`src/hdl/bqd_pkg.sv`:
```
// Shared constants, codes and types for the biquad direct form II filter.
package bqd_pkg;

  localparam int CHANNELS    = 2;
  localparam int CHAN_BITS   = 1;
  localparam int IDX_BITS    = 1;
  localparam int SAMPLE_BITS = 24;
  localparam int COEF_BITS   = 18;
  localparam int DELAY_BITS  = 32;
  localparam int COEF_FRAC   = COEF_BITS - 2;
  localparam int DELAY_FRAC  = 24;
  localparam int ACC_FRAC    = DELAY_FRAC + COEF_FRAC;
  localparam int X_ALIGN     = ACC_FRAC - (SAMPLE_BITS - 1);
  localparam int Y_DROP      = ACC_FRAC - (SAMPLE_BITS - 1);
  localparam int PROD_BITS   = COEF_BITS + DELAY_BITS;
  localparam int ACC_BITS    = PROD_BITS + 2;
  localparam int CFG_IDX_BITS = 3;

  // config register indexes
  localparam logic [CFG_IDX_BITS-1:0] REG_B0 = 3'd0;
  localparam logic [CFG_IDX_BITS-1:0] REG_B1 = 3'd1;
  localparam logic [CFG_IDX_BITS-1:0] REG_B2 = 3'd2;
  localparam logic [CFG_IDX_BITS-1:0] REG_A1 = 3'd3;
  localparam logic [CFG_IDX_BITS-1:0] REG_A2 = 3'd4;

  typedef enum logic [2:0] {
    CSEL_B0,
    CSEL_B1,
    CSEL_B2,
    CSEL_A1,
    CSEL_A2
  } coef_sel_t;

  typedef enum logic [1:0] {
    DSEL_W1,
    DSEL_W2,
    DSEL_W
  } data_sel_t;

  typedef enum logic [2:0] {
    ACC_HOLD,
    ACC_LOAD_X,
    ACC_SUB_P,
    ACC_ADD_P,
    ACC_LOAD_P
  } acc_op_t;

  typedef struct packed {
    logic      capture;
    coef_sel_t coef_sel;
    data_sel_t data_sel;
    acc_op_t   acc_op;
    logic      w_load;
    logic      out_load;
    logic      state_wr;
  } cmd_t;

endpackage

```
`src/hdl/bqd_ctrl.sv`:
```
// Sequencer for the shared multiply-accumulate schedule and the output handshake.
module bqd_ctrl (
  input  logic          clk,
  input  logic          rst,
  input  logic          s_tvalid,
  output logic          s_tready,
  output logic          m_tvalid,
  input  logic          m_tready,
  output bqd_pkg::cmd_t cmd
);

  localparam logic [2:0] ST_IDLE = 3'd0;
  localparam logic [2:0] ST_MA1  = 3'd1;
  localparam logic [2:0] ST_MA2  = 3'd2;
  localparam logic [2:0] ST_SUB  = 3'd3;
  localparam logic [2:0] ST_WR   = 3'd4;
  localparam logic [2:0] ST_MB0  = 3'd5;
  localparam logic [2:0] ST_MB   = 3'd6;
  localparam logic [2:0] ST_OUT  = 3'd7;

  logic [2:0] state;
  logic [2:0] state_next;
  logic       out_free;

  assign s_tready = (state == ST_IDLE);
  assign out_free = !m_tvalid || m_tready;

  always_comb begin
    state_next   = state;
    cmd          = '0;
    cmd.coef_sel = bqd_pkg::CSEL_A1;
    cmd.data_sel = bqd_pkg::DSEL_W1;
    cmd.acc_op   = bqd_pkg::ACC_HOLD;
    unique case (state)
      ST_IDLE: begin
        if (s_tvalid) begin
          cmd.capture = 1'b1;
          state_next  = ST_MA1;
        end
      end
      ST_MA1: begin
        cmd.coef_sel = bqd_pkg::CSEL_A1;
        cmd.data_sel = bqd_pkg::DSEL_W1;
        cmd.acc_op   = bqd_pkg::ACC_LOAD_X;
        state_next   = ST_MA2;
      end
      ST_MA2: begin
        cmd.coef_sel = bqd_pkg::CSEL_A2;
        cmd.data_sel = bqd_pkg::DSEL_W2;
        cmd.acc_op   = bqd_pkg::ACC_SUB_P;
        state_next   = ST_SUB;
      end
      ST_SUB: begin
        cmd.coef_sel = bqd_pkg::CSEL_B1;
        cmd.data_sel = bqd_pkg::DSEL_W1;
        cmd.acc_op   = bqd_pkg::ACC_SUB_P;
        state_next   = ST_WR;
      end
      ST_WR: begin
        cmd.coef_sel = bqd_pkg::CSEL_B2;
        cmd.data_sel = bqd_pkg::DSEL_W2;
        cmd.acc_op   = bqd_pkg::ACC_LOAD_P;
        cmd.w_load   = 1'b1;
        state_next   = ST_MB0;
      end
      ST_MB0: begin
        cmd.coef_sel = bqd_pkg::CSEL_B0;
        cmd.data_sel = bqd_pkg::DSEL_W;
        cmd.acc_op   = bqd_pkg::ACC_ADD_P;
        state_next   = ST_MB;
      end
      ST_MB: begin
        cmd.acc_op = bqd_pkg::ACC_ADD_P;
        state_next = ST_OUT;
      end
      ST_OUT: begin
        if (out_free) begin
          cmd.out_load = 1'b1;
          cmd.state_wr = 1'b1;
          state_next   = ST_IDLE;
        end
      end
      default: state_next = ST_IDLE;
    endcase
  end

  always_ff @(posedge clk) begin
    if (rst) begin
      state    <= ST_IDLE;
      m_tvalid <= 1'b0;
    end else begin
      state <= state_next;
      if (cmd.out_load) begin
        m_tvalid <= 1'b1;
      end else if (m_tready) begin
        m_tvalid <= 1'b0;
      end
    end
  end

endmodule

```
`src/hdl/bqd_datapath.sv`:
```
// Coefficient registers, delay store, shared multiplier, accumulator and output register.
module bqd_datapath (
  input  logic                                    clk,
  input  logic                                    rst,
  input  bqd_pkg::cmd_t                           cmd,
  input  logic                                    cfg_we,
  input  logic [bqd_pkg::CFG_IDX_BITS-1:0]        cfg_index,
  input  logic [bqd_pkg::COEF_BITS-1:0]           cfg_data,
  input  logic [bqd_pkg::CHAN_BITS-1:0]           chan_in,
  input  logic signed [bqd_pkg::SAMPLE_BITS-1:0]  sample_in,
  output logic [bqd_pkg::CHAN_BITS-1:0]           chan_out,
  output logic signed [bqd_pkg::SAMPLE_BITS-1:0]  sample_out
);

  localparam int ACC_BITS   = bqd_pkg::ACC_BITS;
  localparam int DELAY_BITS = bqd_pkg::DELAY_BITS;
  localparam int SMP_BITS   = bqd_pkg::SAMPLE_BITS;

  localparam logic signed [ACC_BITS-1:0] W_HALF =
    ACC_BITS'(64'sd1 <<< (bqd_pkg::COEF_FRAC - 1));
  localparam logic signed [ACC_BITS-1:0] Y_HALF =
    ACC_BITS'(64'sd1 <<< (bqd_pkg::Y_DROP - 1));
  localparam logic signed [ACC_BITS-1:0] W_MAX = ACC_BITS'((64'sd1 <<< (DELAY_BITS - 1)) - 1);
  localparam logic signed [ACC_BITS-1:0] W_MIN = -W_MAX - 1;
  localparam logic signed [ACC_BITS-1:0] Y_MAX = ACC_BITS'((64'sd1 <<< (SMP_BITS - 1)) - 1);
  localparam logic signed [ACC_BITS-1:0] Y_MIN = -Y_MAX - 1;

  logic signed [bqd_pkg::COEF_BITS-1:0] coef_b0, coef_b1, coef_b2, coef_a1, coef_a2;
  logic signed [DELAY_BITS-1:0] delay_one [bqd_pkg::CHANNELS];
  logic signed [DELAY_BITS-1:0] delay_two [bqd_pkg::CHANNELS];

  logic [bqd_pkg::IDX_BITS-1:0]   idx_in;
  logic [bqd_pkg::CHAN_BITS-1:0]  chan;
  logic [bqd_pkg::IDX_BITS-1:0]   idx;
  logic signed [SMP_BITS-1:0]     x;
  logic signed [DELAY_BITS-1:0]   w1, w2, w;
  logic signed [bqd_pkg::COEF_BITS-1:0] coef_mux;
  logic signed [DELAY_BITS-1:0]   data_mux;
  logic signed [bqd_pkg::PROD_BITS-1:0] prod, prod_next;
  logic signed [ACC_BITS-1:0]     acc, acc_next, x_aligned;
  logic signed [ACC_BITS-1:0]     w_shift, y_shift;
  logic signed [DELAY_BITS-1:0]   w_sat;
  logic signed [SMP_BITS-1:0]     y_sat;

  assign idx_in = bqd_pkg::IDX_BITS'(chan_in);
  assign idx    = bqd_pkg::IDX_BITS'(chan);

  always_ff @(posedge clk) begin
    if (rst) begin
      coef_b0 <= '0;
      coef_b1 <= '0;
      coef_b2 <= '0;
      coef_a1 <= '0;
      coef_a2 <= '0;
    end else if (cfg_we) begin
      unique case (cfg_index)
        bqd_pkg::REG_B0: coef_b0 <= cfg_data;
        bqd_pkg::REG_B1: coef_b1 <= cfg_data;
        bqd_pkg::REG_B2: coef_b2 <= cfg_data;
        bqd_pkg::REG_A1: coef_a1 <= cfg_data;
        bqd_pkg::REG_A2: coef_a2 <= cfg_data;
        default: ;
      endcase
    end
  end

  always_ff @(posedge clk) begin
    if (rst) begin
      for (int i = 0; i < bqd_pkg::CHANNELS; i++) begin
        delay_one[i] <= '0;
        delay_two[i] <= '0;
      end
    end else if (cmd.state_wr) begin
      delay_one[idx] <= w;
      delay_two[idx] <= w1;
    end
  end

  always_comb begin
    case (cmd.coef_sel)
      bqd_pkg::CSEL_B0: coef_mux = coef_b0;
      bqd_pkg::CSEL_B1: coef_mux = coef_b1;
      bqd_pkg::CSEL_B2: coef_mux = coef_b2;
      bqd_pkg::CSEL_A1: coef_mux = coef_a1;
      bqd_pkg::CSEL_A2: coef_mux = coef_a2;
      default:          coef_mux = '0;
    endcase
    case (cmd.data_sel)
      bqd_pkg::DSEL_W1: data_mux = w1;
      bqd_pkg::DSEL_W2: data_mux = w2;
      bqd_pkg::DSEL_W:  data_mux = w;
      default:          data_mux = '0;
    endcase
  end

  assign prod_next = bqd_pkg::PROD_BITS'(coef_mux) * bqd_pkg::PROD_BITS'(data_mux);
  assign x_aligned = ACC_BITS'(x) <<< bqd_pkg::X_ALIGN;

  always_comb begin
    case (cmd.acc_op)
      bqd_pkg::ACC_LOAD_X: acc_next = x_aligned;
      bqd_pkg::ACC_SUB_P:  acc_next = acc - ACC_BITS'(prod);
      bqd_pkg::ACC_ADD_P:  acc_next = acc + ACC_BITS'(prod);
      bqd_pkg::ACC_LOAD_P: acc_next = ACC_BITS'(prod);
      default:             acc_next = acc;
    endcase
  end

  // round half up, then saturate
  assign w_shift = (acc + W_HALF) >>> bqd_pkg::COEF_FRAC;
  assign y_shift = (acc + Y_HALF) >>> bqd_pkg::Y_DROP;

  always_comb begin
    if (w_shift > W_MAX) begin
      w_sat = DELAY_BITS'(W_MAX);
    end else if (w_shift < W_MIN) begin
      w_sat = DELAY_BITS'(W_MIN);
    end else begin
      w_sat = DELAY_BITS'(w_shift);
    end
    if (y_shift > Y_MAX) begin
      y_sat = SMP_BITS'(Y_MAX);
    end else if (y_shift < Y_MIN) begin
      y_sat = SMP_BITS'(Y_MIN);
    end else begin
      y_sat = SMP_BITS'(y_shift);
    end
  end

  always_ff @(posedge clk) begin
    prod <= prod_next;
    acc  <= acc_next;
    if (cmd.capture) begin
      chan <= chan_in;
      x    <= sample_in;
      w1   <= delay_one[idx_in];
      w2   <= delay_two[idx_in];
    end
    if (cmd.w_load) begin
      w <= w_sat;
    end
    if (cmd.out_load) begin
      chan_out   <= chan;
      sample_out <= y_sat;
    end
  end

endmodule

```
`src/hdl/biquad_df2_filter.sv`:
```
// Top level of the multi-channel biquad direct form II filter.
//
// Input stream: s_tdata carries a signed Q1.23 sample, s_tuser the channel.
// Output stream: m_tdata carries the filtered Q1.23 sample, m_tuser its channel.
// Coefficients b0, b1, b2, a1, a2 (Q2.16) are written through cfg_we/cfg_index/cfg_data
// while the filter is idle; index 0..4 in that order, other indexes are ignored.
//
// Each sample runs through one shared 18x32 multiplier and an accumulator:
// five products in a fixed schedule, so one sample occupies the block for
// its accept step and seven datapath steps. No new input is taken while
// a sample is in progress; the next input is taken in the cycle after the
// result is loaded into the output register, which then raises m_tvalid.
// The output register holds a finished result while the next sample is
// already being processed; if the receiver stalls, the block waits at its
// last step until the output register is free.
// Reset (rst, synchronous) clears the coefficients, both delay values of
// every channel and the output valid flag.
module biquad_df2_filter (
  input  logic        clk,
  input  logic        rst,
  input  logic        s_tvalid,
  output logic        s_tready,
  input  logic [23:0] s_tdata,   // [23:0] sample_in
  input  logic [0:0]  s_tuser,   // [0] chan_in
  output logic        m_tvalid,
  input  logic        m_tready,
  output logic [23:0] m_tdata,   // [23:0] sample_out
  output logic [0:0]  m_tuser,   // [0] chan_out
  input  logic        cfg_we,
  input  logic [2:0]  cfg_index,
  input  logic [17:0] cfg_data
);

  bqd_pkg::cmd_t cmd;
  logic signed [bqd_pkg::SAMPLE_BITS-1:0] sample_out;

  bqd_ctrl u_ctrl (
    .clk      (clk),
    .rst      (rst),
    .s_tvalid (s_tvalid),
    .s_tready (s_tready),
    .m_tvalid (m_tvalid),
    .m_tready (m_tready),
    .cmd      (cmd)
  );

  bqd_datapath u_datapath (
    .clk        (clk),
    .rst        (rst),
    .cmd        (cmd),
    .cfg_we     (cfg_we),
    .cfg_index  (cfg_index),
    .cfg_data   (cfg_data),
    .chan_in    (s_tuser),
    .sample_in  ($signed(s_tdata)),
    .chan_out   (m_tuser),
    .sample_out (sample_out)
  );

  assign m_tdata = sample_out;

endmodule

```
`config.mk`:
```
export PLATFORM = sky130hd
export DESIGN_NAME = biquad_df2_filter
export DESIGN_NICKNAME = d
export VERILOG_FILES = /design/src/hdl/bqd_pkg.sv /design/src/hdl/bqd_ctrl.sv /design/src/hdl/bqd_datapath.sv /design/src/hdl/biquad_df2_filter.sv
export SDC_FILE = /design/constraint.sdc
export NUM_CORES = 2
export LEC_CHECK = 0
export BUFFER_PORTS_ARGS = -buffer_cell sky130_fd_sc_hd__buf_2
export CAP_MARGIN = 10
export CORE_MARGIN = 2
export CORE_UTILIZATION = 50
export DETAILED_ROUTE_END_ITERATION = 8
export GPL_TIMING_DRIVEN = 0
export PLACE_DENSITY = 0.68
export SKIP_CTS_REPAIR_TIMING = 1
export SLEW_MARGIN = 5
export SYNTH_ARGS = -nofsm -noshare
export SYNTH_HDL_FRONTEND = slang
export SYNTH_HIERARCHICAL = 1
export SYNTH_SLANG_ARGS = --single-unit
```
`constraint.sdc`:
```
create_clock -name clk -period 12.05 [get_ports clk]
set_input_delay 1.8075 -clock clk [delete_from_list [all_inputs] [get_ports clk]]
set_output_delay 1.8075 -clock clk [all_outputs]
set_load 0.03 [all_outputs]
```
==> results.ini <==
[timing]
finalMaxSlewViolations=5
hold_viol_final=0
clock_skew_ns=0.04085
setup_violations=0
rsz0062_at_grt=no
finalCritPeriodShare=0.9693
setup_tns_ns=0
slew_headroom=-0.0001258
fin_crit_ns=11.68
tightest_slew_ns=1.500
fmax_mhz=85.62

[synth]
async_flop_share=0
syn_inst=4537
syn_nets=5321
synth_ff_type=edfxtp_1
synth_edf_count=326
synth.cell_area_um2=43170
seq_area_frac_synth=0.2935
yosys_warnings=6
synth_area_per_cell_um2=9.516
ys_ff_latch=470
synth.distinct_cells=83

[clock_network]
cts_tree=built
htreeDepth=2
clock_latency_ns=0.65
cts_buffers=53
clockBufferDepth=3
cts.sinks=470
cts_root_buf=clkbuf_16
clk_pin_slew_ns=0.06

[worst_setup_path]
slowest_delay_ns=0.76
path_delay_family=adder cells
critical_path_class=flop to flop
crit_path_start=u_ctrl/state[0]$_SDFFE_PP0P_
cp-start-kind=flop
reg2reg_slack_ns=0.37
cp_num_buf_inv=7
worst-path-stages=29
required_ns=12.52
r2r_start=u_ctrl/state[0]$_SDFFE_PP0P_
slowest_stage=and2_2
r2r_cells=29
crit_fanout=35
cp.arrival_ns=12.15
reg2reg_to=u_datapath/prod[43]$_DFF_P_
cpMostUsedCell=fa_1
cp-end-kind=flop

[route]
drtIter0Drc=3065
dr.pass1.iters=6
avgRoutedWirePerCell_um=22.79
vias_per_cell=5.607
drc_errors=0
wirelength_um=133900
ant_nets=0
via_count=32933

[finish]
synthToLayoutAreaGrowth_pct=9.007
insertedDiodeCount=0
nNetsFinal=5469
fin_util=0.5510
drive_gt1_frac=0.06173

[flow_run]
max_cap_violations=0

[worst_hold_path]
hold_path_depth=2
hold_end=u_datapath/coef_a1[2]$_SDFFE_PP0P_
worstHoldPathType=flop to flop
hold_start=u_datapath/coef_a1[2]$_SDFFE_PP0P_

[floorplanning]
io-pin-count=78
coreArea_um2=85410
die_y_um=297.8
floorplan.rows=107
die_w_um=297.8
die_area_um2=88710
start_util=0.5054

[global_routing]
track_usage=0.3043
grt_max_degree=46
antenna_found_initial=4
grt_pass1_vias=33272
grt_overflow=0
grt_pass1_wl_um=203800

[placement]
dpl.hpwl_um=107600
routabilityCongestion=1.047
port_buffers=76

[pwr]
p_leak_nw=20.42
power_density_nw_per_um2=224.9
peakVddDrop_mv=0.2523

[outcome]
violations=max-slew violations
status=finished, violations left

per-stage QoR:
stage                     hold slack (ns)  instances  power, mW  setup slack [ns]  instance area (um2)
after floorplan                    0.4357       4537      6.659             3.239                43170
after global placement             0.4406       5757      8.623            0.1398                44980
after detailed placement           0.4461       5768      8.673            0.1755                45140
after CTS                          0.4543       5868      10.45            0.1106                47000
after global routing               0.4753       5874      11.28           0.06127                47060
final                              0.4537       5874      10.58            0.3702                47060
cells by family (layout without fill, tap and decap cells):
logic type / Yosys count / in the layout / share of synthesized area
simple gates: 1385 / 1385 / 0.1459
buf+inv: 925 / 1118 / 0.08129
fa+ha+maj: 733 / 733 / 0.3088
compound gates: 703 / 703 / 0.1001
flops: 470 / 470 / 0.2935
xor+xnor: 202 / 202 / 0.04098
mux: 119 / 119 / 0.02947
layout make-up:
class | count | area [um2]
Buffer | 218 | 860.8
Clock inverter | 38 | 439.2
Clock buffer | 62 | 1421
Sequential cell | 470 | 12670
Timing Repair Buffer | 93 | 554.3
Fill cell | 7719 | 38350
Multi-Input combinational cell | 3142 | 27030
Inverter | 707 | 2654
Tap cell | 1144 | 1431
how the worst max path moves through the flow:
stage                     slack (ns)                          end
after CTS                       0.11  u_datapath/prod[43]$_DFF_P_
after global placement          0.14  u_datapath/prod[43]$_DFF_P_
after floorplan                 3.24  u_datapath/prod[47]$_DFF_P_
after detailed placement        0.18  u_datapath/prod[43]$_DFF_P_
final                           0.37  u_datapath/prod[43]$_DFF_P_
after global routing            0.06  u_datapath/prod[43]$_DFF_P_
flip-flops by register name (all words and copies together), names as in the netlist, 24 cells and up:
register	flops
u_datapath/w1	32
u_datapath/delay_two	64
u_datapath/w2	32
u_datapath/sample_out	24
u_datapath/acc	52
u_datapath/prod	50
u_datapath/w	32
u_datapath/delay_one	64
u_datapath/x	24
synthesized netlist by cell type, types with 20 or more instances:
cell type,count,area share
a21o_1,76,0.013
inv_1,707,0.061
ha_1,179,0.052
nor2_1,327,0.028
nand4_1,36,0.0052
mux2_2,65,0.017
mux2i_1,54,0.013
edfxtp_1,326,0.23
fa_1,554,0.26
and2_1,167,0.024
xor2_1,102,0.021
nand3_1,43,0.0050
o21ai_0,184,0.021
o21a_1,33,0.0057
o21ai_1,20,0.0023
dfxtp_1,144,0.067
nor3_1,27,0.0031
nand2_1,635,0.055
a21oi_1,224,0.026
clkbuf_1,194,0.017
xnor2_1,100,0.020
nand2b_1,26,0.0038
a22oi_1,22,0.0038
and3_1,25,0.0036
power by group:
| group | switching [mW] | total (mW) | internal (mW) | leakage [nW] |
|---|---|---|---|---|
| Sequential | 0.309 | 2.49 | 2.18 | 4.37 |
| Clock | 0.719 | 1.71 | 0.990 | 0.900 |
| Combinational | 4.23 | 6.38 | 2.15 | 15.2 |
layer usage:
metal / vias to the layer above / routed length, um / global-route usage / part of all wire
li1: 14919 / - / - / -
met1: 16279 / 55240 / 0.4163 / 0.41
met2: 1473 / 58470 / 0.4608 / 0.44
met3: 262 / 12910 / 0.07095 / 0.096
met4: 0 / 7255 / 0.1396 / 0.054
met5: - / 0 / 0 / 0
worst min-delay path, stage by stage, from the launching register on:
cell and delay, ns:
dfxtp_1 0.31, nand2_1 0.05, a21oi_1 0.05
cell usage in the layout (no fill, tap or decap), types with 13 or more instances in the layout:
master	count
nor2_1	327
xnor2_1	99
and2_1	166
fa_1	554
o21ai_0	182
o31ai_1	13
buf_2	85
a221o_1	18
nand2_1	635
a31oi_1	16
mux2i_1	54
nand2b_1	26
a21oi_1	224
o21a_1	33
o21ai_1	21
dfxtp_1	144
xor2_1	102
o21bai_1	19
nand4_1	36
and3_1	25
nor2b_1	17
nand3_1	43
edfxtp_1	326
mux2_2	65
a22oi_1	22
ha_1	179
a21o_1	76
nor3_1	27
inv_1	707
clkbuf_16	54
clkbuf_1	195
Power figures use the tool's default switching activity.
